$ cat src/design/tts_pkg.sv
// ----------------------------------------------------------------------------
// tts_pkg
// Shared types and constants of the timed task scheduler.
// ----------------------------------------------------------------------------
package tts_pkg;

    // item kinds carried on the input tuser
    typedef enum logic [1:0] {
        MODE_TICK  = 2'd0,
        MODE_SCHED = 2'd1,
        MODE_PROC  = 2'd2,
        MODE_CLR   = 2'd3
    } t_mode;

    // configuration register indexes
    localparam logic CFG_CLK_PERIOD  = 1'b0;
    localparam logic CFG_HALF_PERIOD = 1'b1;

    localparam int CFG_DATA_W     = 20;
    localparam int CLK_PERIOD_W   = 10;
    localparam int HALF_PERIOD_W  = 20;
    localparam int SEC_W          = 32;
    localparam int TIME_W         = 64;
    localparam int DELAY_W        = 32;
    localparam int FIELD_W        = 16;
    localparam int QCOUNT_W       = 5;
    localparam int IN_DATA_W      = 64;
    localparam int OUT_DATA_W     = 88;

    localparam logic [CLK_PERIOD_W-1:0]  CLK_PERIOD_RST  = 10'd1;
    localparam logic [HALF_PERIOD_W-1:0] HALF_PERIOD_RST = 20'd500000;
    localparam logic [TIME_W-1:0]        USEC_PER_SEC    = 64'd1000000;
    localparam logic [TIME_W-1:0]        USEC_PER_MSEC   = 64'd1000;

    // controller states
    typedef enum logic [2:0] {
        S_IDLE,
        S_MUL,
        S_SUM,
        S_EXP,
        S_EXEC
    } t_state;

    // controller to datapath commands
    typedef struct packed {
        logic load;
        logic mul;
        logic sum;
        logic exp;
        logic exec;
    } t_cmd;

    // datapath to controller status
    typedef struct packed {
        logic out_free;
    } t_sts;

endpackage

$ cat src/design/tts_ctrl.sv
// ----------------------------------------------------------------------------
// tts_ctrl
// Sequencer for one item: accept, multiply, sum, expiry, execute.
// ----------------------------------------------------------------------------
module tts_ctrl (
    input  logic          i_clk,
    input  logic          i_rst_n,
    input  logic          i_s_tvalid,
    output logic          o_s_tready,
    input  tts_pkg::t_sts i_sts,
    output tts_pkg::t_cmd o_cmd
);
    import tts_pkg::*;

    t_state r_state;
    t_state n_state;

    // state register
    always_ff @(posedge i_clk) begin
        if (!i_rst_n) begin
            r_state <= S_IDLE;
        end else begin
            r_state <= n_state;
        end
    end

    // next state
    always_comb begin
        n_state = r_state;
        case (r_state)
            S_IDLE: begin
                if (i_s_tvalid) begin
                    n_state = S_MUL;
                end
            end
            S_MUL:  n_state = S_SUM;
            S_SUM:  n_state = S_EXP;
            S_EXP:  n_state = S_EXEC;
            S_EXEC: begin
                if (i_sts.out_free) begin
                    n_state = S_IDLE;
                end
            end
            default: n_state = S_IDLE;
        endcase
    end

    // command outputs
    always_comb begin
        o_cmd      = '0;
        o_s_tready = 1'b0;
        case (r_state)
            S_IDLE: begin
                o_s_tready = 1'b1;
                o_cmd.load = i_s_tvalid;
            end
            S_MUL:  o_cmd.mul = 1'b1;
            S_SUM:  o_cmd.sum = 1'b1;
            S_EXP:  o_cmd.exp = 1'b1;
            S_EXEC: o_cmd.exec = i_sts.out_free;
            default: o_cmd = '0;
        endcase
    end

    a_load_to_mul: assert property (@(posedge i_clk) disable iff (!i_rst_n)
        o_cmd.load |=> (r_state == S_MUL))
        else $error("accepted beat did not start the multiply step");

    a_exec_to_idle: assert property (@(posedge i_clk) disable iff (!i_rst_n)
        o_cmd.exec |=> (r_state == S_IDLE))
        else $error("execute did not return to idle");

    a_ready_idle: assert property (@(posedge i_clk) disable iff (!i_rst_n)
        o_s_tready |-> !(o_cmd.mul || o_cmd.sum || o_cmd.exp || o_cmd.exec))
        else $error("ready raised while an item is in work");

endmodule

$ cat config.mk
export PLATFORM = sky130hd
export DESIGN_NAME = tts_ctrl
export DESIGN_NICKNAME = d
export VERILOG_FILES = /design/src/design/tts_pkg.sv /design/src/design/tts_ctrl.sv
export SDC_FILE = /design/constraint.sdc
export NUM_CORES = 1
export LEC_CHECK = 0
export ABC_AREA = 1
export BUFFER_PORTS_ARGS = -buffer_cell sky130_fd_sc_hd__buf_2
export CAP_MARGIN = 20
export CORE_AREA = 10 10 47 49
export DETAILED_ROUTE_END_ITERATION = 10
export DIE_AREA = 0 0 57 59
export GPL_ROUTABILITY_DRIVEN = 0
export PLACE_DENSITY_LB_ADDON = 0.3
export SYNTH_ARGS = -nofsm -noshare
export SYNTH_HDL_FRONTEND = slang
export SYNTH_SLANG_ARGS = --single-unit
$ cat constraint.sdc
create_clock -name i_clk -period 0.9 [get_ports i_clk]
set_input_delay 0.225 -clock i_clk [delete_from_list [all_inputs] [get_ports i_clk]]
set_output_delay 0.225 -clock i_clk [all_outputs]
set_load 0.01 [all_outputs]
* Yosys cells after proc, flatten, opt, wreduce, memory -nomap -nowiden
Index checks and enable logic that the tools add are counted.
** Storage, ports and cells
- Flip-flop bits (word level) :: 3
- Input port bits :: 4
** Cells by class
- Equal/unequal tests :: 6
- Multiplexer cells :: 9
- Reductions and logical operators :: 2
** Operators by type and width (number)
- $pmux W3 S5 :: 1
- $eq A3 B2 Y1 const B :: 2
- $mux W1 :: 6
- $mux W3 :: 2
- $ne A2 B2 Y1 const B :: 2
- $eq A3 B1 Y1 const B :: 1
- $eq A3 B3 Y1 const B :: 1
- $logic_not A3 Y1 :: 1
- $reduce_and A2 Y1 :: 1

* Depth between registers and ports, before layout
Gate-level depths: netlist of run 1.
- Depth after elaboration :: 3
- Depth in mapped cells :: 4

* Worst setup path after synthesis of run 1
Ideal clock, no wire load.
- Kind :: register to output
- Start :: reg r_state[0]
- End :: out o_cmd[4] (netlist name)
- Data arrival time :: 730 ps
- Setup slack :: -55 ps
- Cell stages (with the launch flop) :: 4
- Path through :: dfxtp_1 > nor2_2 > nand2_1 > nor2_1
** RTL lines
- start: declaration :: line tts_ctrl.sv:15 : t_state r_state;
- start signal: assignment :: line tts_ctrl.sv:23 : r_state <= n_state;
- end: declaration :: line tts_ctrl.sv:11 : output tts_pkg::t_cmd o_cmd

==> impl_metrics.csv, run 1 <==
group,metric,value,unit
outcome,status,"finished with violations",
outcome,failing_checks,"negative setup slack",
final_layout,insertedDiodeCount,0,
sta,finalMaxSlewViolations,0,
routing,route.detailed.drc,0,
critical_path,worst_ep_arrival_time,990,ps
critical_path,critPathMaxStageDelay,350,ps
critical_path,cp_slowest_cell,"dfxtp_4",
final_layout,post_route_cells_drive_above_1_share,64.6,%
final_layout,largest_register_ff_count,3,
die,floorplan.initialDensity,12.7,%
global_route,grt_antenna_before_repair,0,
die,placement_rows,14,
synthesis,yosysUniqueCellTypes,10,
sta,total_count_of_hold_check_failures_in_the_final_report,0,
clocking,cts_tree,"yes",
global_route,grt_start_max_net_pins,5,
routing,vias,234,
critical_path,crit_path_start_kind,"register",
critical_path,worstPathCellList,"nor2_4 -> nand2_2 -> nor2_2 -> buf_2",
final_layout,reg.largest.list,"r_state x3",
critical_path,worstSetupPathType,"reg -> out",
clocking,root_buffer,"clkbuf_4",
power_and_ir_drop,leakagePower,0.000202,uW
critical_path,data_required_time_at_the_worst_endpoint,670,ps
critical_path,timing.critical_path.max_delay_family,"flip-flops",
placement,dpl-instance-area,284,um2
min_path,hold_start,"i_rst_n",
synthesis,synth_sequential_area_ratio,33.8,%
die,io_pins,10,
final_layout,area_growth_syn_to_layout,99.3,%
clocking,latest_clock_arrival_within_the_worst_skew_pair,230,ps
sta,layout_min_cycle_time,1210,ps
synthesis,syn-num-nets,33,
min_path,hold_path.class,"in -> reg",
placement,dp_cells,58,
die,die_height,59,um
die,core-area,1400,um2
critical_path,worst_setup_path_startpoint,"r_state[0]$_SDFFE_PN0P_",
sta,achievable-frequency,0.825,GHz
critical_path,critical_path_fanouts_max,4,
placement,pre_cts_ws,-103,ps
sta,clock-skew-final,1.78,ps
routing,postRouteAntennaNets,0,
final_layout,largest_register,"r_state",
synthesis,syn_area_per_cell,6.13,um2
routing,drt-vias-per-instance,3.66,
placement,placement.io_buffers,9,
flow_run,cap_violations,0,
sta,period_share,135,%
power_and_ir_drop,total_power,626,uW
global_route,first_global_vias,249,
synthesis,netlist_instances,29,
clocking,cts_made_buffers,3,
placement,sum_of_net_half_perimeters_after_detailed_placement,445,um
sta,timing.slew.headroom,90.7,%
final_layout,post_layout_instance_count_excluding_filler_cells,64,
sta,worst_slack,-312,ps
sta,rsz_0062_raised_after_global_routing,"true",
clocking,path_clk_slew,40,ps
final_layout,design_area,354,um2
final_layout,most-common-layout-cells,"8 x inv_1, 8 x buf_2, 7 x buf_4, 3 x nand2_1, 3 x clkbuf_4",
final_layout,design.final.nets,53,
routing,count_of_tritonroute_iterations_in_the_first_routing_pass,2,
synthesis,postSynthRegisterBits,3,
global_route,grtUsageTotal,3.54,%
power_and_ir_drop,power_density,1770,nW/um2
final_layout,postLayoutCoreUtil,25.3,%
critical_path,reg2reg_from,"r_state[0]$_SDFFE_PN0P_",
routing,wl_per_cell,8.89,um
power_and_ir_drop,irDropWorstVdd,591,uV
clocking,tritoncts_num_sinks,3,
clocking,clock_tree.htree_level_count,1,
critical_path,cp_num_buf_inv,1,
sta,worst_pin_slew,139,ps
sta,setup-violations-final,7,
routing,finalWirelength,569,um
synthesis,post_synth_instance_area,178,um2
routing,drt-initial-drc-count,2,
global_route,grt_pass1_wl,883,um
synthesis,yosysWarningCount,0,
clocking,holdBufCountCts,0,
die,dieArea,3360,um2
die,die_x,57,um
global_route,globalRoute.totalOverflow,0,
clocking,ctsLongestPathBuffers,2,
critical_path,end_kind,"output port",
final timing paths:
| check | end | slack, ps | depth (start not counted) |
|---|---|---|---|
| worst max register to register | r_state[1]$_SDFFE_PN0P_ | -90 | 5 |
| worst min-delay path | r_state[0]$_SDFFE_PN0P_ | 230 | 3 |
| worst min register to register | r_state[0]$_SDFFE_PN0P_ | 530 | 3 |
| worst max-delay path | o_cmd[4] | -310 | 4 |
metal layers:
metal	share of wire, %	vias up	GRT usage [%]	routed length, um
met5	0	-	0	0
met4	0	0	3.02	0
met3	2.8	0	2.58	16
met2	51	5	5.74	288
met1	46	107	2.84	263
li1	-	122	-	-
cells in the mapped netlist, drive strengths merged:
library cell  instances  share of area, %
buf                   1               4.2
nand3                 4                11
inv                   9                19
a21oi                 2               7.7
nor2                  5                12
nand2                 5                12
dfxtp                 3                34
final cells by class:
type / instances / area, um2
multi-input cells: 16 / 104
repair buffers: 16 / 104
inverters: 9 / 33.8
fillers: 171 / 1050
well taps: 16 / 20.0
flip-flops and latches: 3 / 66.3
clock buffers: 4 / 26.3
stage by stage:
stage / setup TNS, ps / hold slack, ps
floorplan: -3.78 / 350
global placement: -327 / 475
detailed placement: -406 / 478
CTS: -1960 / 217
global route: -2260 / 225
finish: -1830 / 227
where the power goes:
group	switching, uW	internal, uW
clock	67.2	166
sequential	23.5	151
combinational	105	114
timing repair:
action,in CTS,in global routing
hold endpoints to repair,0,0
pin swaps,3,1
endpoints found under the setup margin,6,8
buffers inserted,2,0
gates cloned,0,0
gates resized for setup,5,4
worst min-delay path, stage by stage:
cell     delay, ps
buf_2          100
nand2_1         50
nor2_1          40
cells by family (layout without fill, tap and decap cells):
logic type             Yosys count  in the layout  synth area share, %
AO/OA/AOI/OAI                    2              2                 7.74
buffers and inverters           10             29                 23.2
flip-flops                       3              3                 33.8
AND/OR/NAND/NOR                 14             14                 35.2
Power figures use the tool's default switching activity.
==> inputs of run 2 (changes only) <==
- ABC_CLOCK_PERIOD_IN_PS: not set -> 900
- CELL_PAD_IN_SITES_DETAIL_PLACEMENT: not set -> 1
- CELL_PAD_IN_SITES_GLOBAL_PLACEMENT: not set -> 2
==> impl_metrics.csv, run 2 (synthesis results as in run 1) <==
group,metric,value,unit
outcome,status,"finished with violations",
outcome,failing_checks,"negative setup slack",
die,io_pins,10,
power_and_ir_drop,power.clock.fraction,38.1,%
clocking,cts_tree,"yes",
sta,rsz_0062_raised_after_global_routing,"true",
final_layout,insertedDiodeCount,0,
global_route,first_global_vias,265,
sta,worst_pin_slew,134,ps
power_and_ir_drop,share_comb_of_total_power,34.5,%
final_layout,most-common-layout-cells,"8 x inv_1, 8 x buf_2, 7 x buf_4, 4 x nand3_1",
global_route,grt_pass1_wl,1.06,mm
power_and_ir_drop,power_density,1860,nW/um2
clocking,clock_tree.htree_level_count,1,
placement,placement.io_buffers,9,
placement,sum_of_net_half_perimeters_after_detailed_placement,508,um
placement,dpl-instance-area,284,um2
routing,vias,228,
clocking,latest_clock_arrival_within_the_worst_skew_pair,240,ps
final_layout,design_area,344,um2
critical_path,data_required_time_at_the_worst_endpoint,670,ps
final_layout,final-seq-area,66.3,um2
global_route,grt_start_max_net_pins,5,
routing,drt-initial-drc-count,1,
critical_path,critPathMaxStageDelay,360,ps
sta,period_share,141,%
routing,wl_per_cell,10.1,um
sta,finalMaxSlewViolations,0,
power_and_ir_drop,power_report.internal_total,436,uW
final_layout,filler_cell_count,194,
critical_path,cp_slowest_cell,"dfxtp_4",
routing,count_of_tritonroute_iterations_in_the_first_routing_pass,3,
global_route,globalRoute.totalOverflow,0,
sta,worst_slack,-373,ps
clocking,path_clk_slew,40,ps
critical_path,worst_ep_arrival_time,1050,ps
sta,setup-violations-final,6,
critical_path,worstSetupPathType,"reg -> out",
clocking,cts_made_buffers,3,
final_layout,reg.largest.list,"r_state x3",
sta,timing.slew.headroom,91.1,%
final_layout,largest_register,"r_state",
routing,postRouteAntennaNets,0,
critical_path,crit_path_start_kind,"register",
routing,route.detailed.drc,0,
global_route,grtUsageTotal,4.10,%
flow_run,cap_violations,0,
clocking,ctsLongestPathBuffers,2,
die,dieArea,3360,um2
power_and_ir_drop,sequentialPowerShare,27.3,%
sta,layout_min_cycle_time,1270,ps
final_layout,design.final.nets,53,
clocking,tritoncts_num_sinks,3,
die,die_height,59,um
die,floorplan.initialDensity,12.7,%
die,die_x,57,um
die,core-area,1400,um2
final_layout,largest_register_ff_count,3,
power_and_ir_drop,power_dissipated_by_switching_net_loads,206,uW
critical_path,end_kind,"output port",
power_and_ir_drop,irDropWorstVdd,531,uV
routing,finalWirelength,647,um
sta,fin_tns_setup,-1750,ps
routing,drt-vias-per-instance,3.56,
power_and_ir_drop,switching_share,32.1,%
final_layout,area_growth_syn_to_layout,93.7,%
clocking,root_buffer,"clkbuf_4",
critical_path,critical_path_fanouts_max,4,
critical_path,worstPathCellList,"nor2_4 -> nand2_2 -> nor2_2 -> buf_2",
final_layout,post_route_cells_drive_above_1_share,60.4,%
sta,total_count_of_hold_check_failures_in_the_final_report,0,
global_route,grt_antenna_before_repair,0,
power_and_ir_drop,leakagePower,0.000203,uW
min_path,hold_path.class,"in -> reg",
sta,clock-skew-final,3.21,ps
sta,achievable-frequency,0.785,GHz
die,placement_rows,14,
final_layout,total_area_of_multi_input_combinational_cells,93.8,um2
run 2: cell types whose count changed in the layout (fill, tap and decap cells not counted):
cell / delta
nand3_1: +2
nand3_2: -2
run 2: worst max-delay path, delay by kind of cell (launching register included):
family        cells  cell delay [ps]
simple gates      3              310
flops             1              360
buf+inv           1              150
run 2: what timing repair did:
action,in CTS,in global routing
gates resized for setup,4,3
pin swaps,3,1
buffers inserted,1,1
hold buffers,0,0
endpoints found under the hold margin,0,0
cloned,0,0
setup endpoints to repair,6,9
run 2: cell type report:
cell class                      count  area share (%)
Timing Repair Buffer               16            30.2
Multi-Input combinational cell     16            27.3
Sequential cell                     3            19.3
Inverter                            9            9.82
Clock buffer                        4            7.64
Tap cell                           16            5.82
run 2: worst paths after layout:
check / start / end / slack (ps) / cells after the start
worst min-delay path: i_rst_n / r_state[0]$_SDFFE_PN0P_ / 220 / 3
worst max-delay path: r_state[0]$_SDFFE_PN0P_ / o_cmd[4] / -370 / 4
worst max register to register: r_state[0]$_SDFFE_PN0P_ / r_state[0]$_SDFFE_PN0P_ / 20 / 5
worst min register to register: r_state[1]$_SDFFE_PN0P_ / r_state[2]$_SDFFE_PN0P_ / 600 / 3
run 2: per-stage QoR:
step	util [%]	hold WS, ps	cells	power (uW)	setup slack [ps]
after global placement	20.3	475	58	351	-103
final	24.6	216	64	642	-373
after CTS	23.0	209	63	625	-367
after global routing	24.6	232	64	691	-424
after detailed placement	20.3	472	58	353	-124
after floorplan	-	350	29	267	-3.78
run 2: per-layer routing:
layer | up-vias | GRT usage (%) | wire length, um
li1 | 120 | - | -
met1 | 98 | 4.26 | 277
met2 | 8 | 6.05 | 326
met3 | 2 | 1.07 | 31
met4 | 0 | 5.03 | 12
met5 | - | 0 | 0
run 2: power by group through the flow:
stage	logic [uW]	clock network (uW)	registers, uW
finish	222	245	175
detailed placement	186	0	167
global placement	183	0	167
CTS	198	258	170
floorplan	101	0	166
global route	249	265	177
==> inputs of run 3 (changes only) <==
- ABC_CLOCK_PERIOD_IN_PS: 900 -> 1230
- clock period: 0.9 -> 1.23 ns (I/O delays scaled with it)
==> impl_metrics.csv, run 3 (synthesis results as in run 1) <==
group,metric,value,unit
final_layout,reg.largest.list,"r_state x3",
outcome,status,"finished with violations",
routing,drt-vias-per-instance,3.67,
critical_path,cp_num_buf_inv,1,
final_layout,most-common-layout-cells,"9 x buf_2, 8 x inv_1",
min_path,hold_path.class,"in -> reg",
sta,fin_worst_hold_slack,334,ps
routing,postRouteAntennaNets,0,
die,core-area,1400,um2
sta,worst_slack,-75.6,ps
critical_path,data_required_time_at_the_worst_endpoint,920,ps
outcome,failing_checks,"negative setup slack",
clocking,path_clk_slew,40,ps
critical_path,crit_path_start_kind,"register",
final_layout,largest_register,"r_state",
global_route,grtUsageTotal,4.49,%
clocking,tritoncts_num_sinks,3,
routing,count_of_tritonroute_iterations_in_the_first_routing_pass,2,
critical_path,critical_path_fanouts_max,4,
global_route,first_global_vias,281,
critical_path,critPathMaxStageDelay,330,ps
clocking,root_buffer,"clkbuf_4",
final_layout,total_area_of_multi_input_combinational_cells,96.3,um2
final_layout,filler_cell_count,183,
sta,timing.slew.headroom,89.4,%
final_layout,insertedDiodeCount,0,
sta,fin_tns_setup,-199,ps
critical_path,worstSetupPathType,"reg -> out",
clocking,cts_tree,"yes",
critical_path,timing.critical_path.max_delay_family,"flip-flops",
clocking,latest_clock_arrival_within_the_worst_skew_pair,230,ps
critical_path,end_kind,"output port",
placement,dpl-instance-area,235,um2
sta,period_share,106,%
final_layout,design.final.nets,49,
routing,drt-initial-drc-count,1,
sta,finalMaxSlewViolations,0,
sta,total_count_of_hold_check_failures_in_the_final_report,0,
routing,vias,220,
power_and_ir_drop,irDropWorstVdd,833,uV
die,dieArea,3360,um2
critical_path,cp_slowest_cell,"dfxtp_2",
flow_run,cap_violations,0,
die,floorplan.initialDensity,12.7,%
routing,finalWirelength,653,um
power_and_ir_drop,power_density,1430,nW/um2
final_layout,area_growth_syn_to_layout,73.2,%
global_route,grt_pass1_wl,1.17,mm
routing,route.detailed.drc,0,
final_layout,postLayoutCoreUtil,22.0,%
global_route,grt_start_max_net_pins,5,
sta,rsz_0062_raised_after_global_routing,"true",
placement,placement.io_buffers,9,
critical_path,worst_ep_arrival_time,1000,ps
sta,achievable-frequency,0.766,GHz
placement,pre_cts_ws,49.4,ps
die,die_x,57,um
sta,setup-violations-final,6,
clocking,clock_tree.htree_level_count,1,
power_and_ir_drop,power.clock.fraction,39.2,%
final_layout,design_area,308,um2
global_route,grt_antenna_before_repair,0,
die,die_height,59,um
sta,layout_min_cycle_time,1310,ps
power_and_ir_drop,sequentialPowerShare,29.7,%
final_layout,largest_register_ff_count,3,
routing,wl_per_cell,10.9,um
power_and_ir_drop,switching_share,32.5,%
clocking,ctsLongestPathBuffers,2,
power_and_ir_drop,power_dissipated_by_switching_net_loads,143,uW
sta,clock-skew-final,5.02,ps
critical_path,worstPathCellList,"nor2_4 -> nand2_2 -> nor2_1 -> buf_2",
final_layout,final-seq-area,63.8,um2
power_and_ir_drop,share_comb_of_total_power,31.1,%
sta,worst_pin_slew,159,ps
clocking,cts_made_buffers,3,
final_layout,post_route_cells_drive_above_1_share,56.8,%
power_and_ir_drop,leakagePower,0.000184,uW
power_and_ir_drop,power_report.internal_total,297,uW
global_route,globalRoute.totalOverflow,0,
die,io_pins,10,
die,placement_rows,14,
final_layout,mostFrequentLayoutCell,"buf_2",
==> run 3: layer usage <==
layer | up-vias | wire, um | global-route usage [%]
met3 | 0 | 74 | 3.65
met5 | - | 0 | 0
met4 | 0 | 0 | 2.01
li1 | 115 | - | -
met2 | 8 | 347 | 8.06
met1 | 97 | 232 | 3.44
==> run 3: final timing paths <==
| path | from | to | slack (ps) | depth (start not counted) |
|---|---|---|---|---|
| max | r_state[2]$_SDFFE_PN0P_ | o_cmd[4] | -80 | 4 |
| min | i_rst_n | r_state[0]$_SDFFE_PN0P_ | 330 | 3 |
| max reg2reg | r_state[0]$_SDFFE_PN0P_ | r_state[0]$_SDFFE_PN0P_ | 220 | 6 |
| min reg2reg | r_state[0]$_SDFFE_PN0P_ | r_state[1]$_SDFFE_PN0P_ | 550 | 2 |
==> run 3: through the flow <==
step	std cells	total power [uW]
global placement	53	223
global route	60	477
CTS	60	440
finish	60	440
detailed placement	53	228
floorplan	29	186
==> run 3: timing repair <==
item,CTS,global route
hold endpoints to repair,0,0
buffers inserted,3,0
hold buffers,0,0
pin swaps,2,0
setup endpoints to repair,6,6
gates resized for setup,8,1
==> run 3: cell type report <==
| type | instances | area share [%] |
|---|---|---|
| inverter | 9 | 11.0 |
| tap | 16 | 6.50 |
| sequential | 3 | 20.7 |
| multi-input combinational | 16 | 31.3 |
| timing repair buffer | 12 | 22.0 |
| clock buffer | 4 | 8.54 |
==> run 3: power by group through the flow <==
| stage | clock [uW] | combinational (uW) | sequential (uW) |
|---|---|---|---|
| global route | 191 | 153 | 133 |
| floorplan | 0 | 67.4 | 119 |
| CTS | 178 | 136 | 127 |
| global placement | 0 | 103 | 120 |
| finish | 172 | 137 | 131 |
| detailed placement | 0 | 107 | 121 |
==> run 3: tightest hold or removal path, stage by stage <==
cell	delay [ps]
buf_2	110
nand2_1	60
nor2_1	50
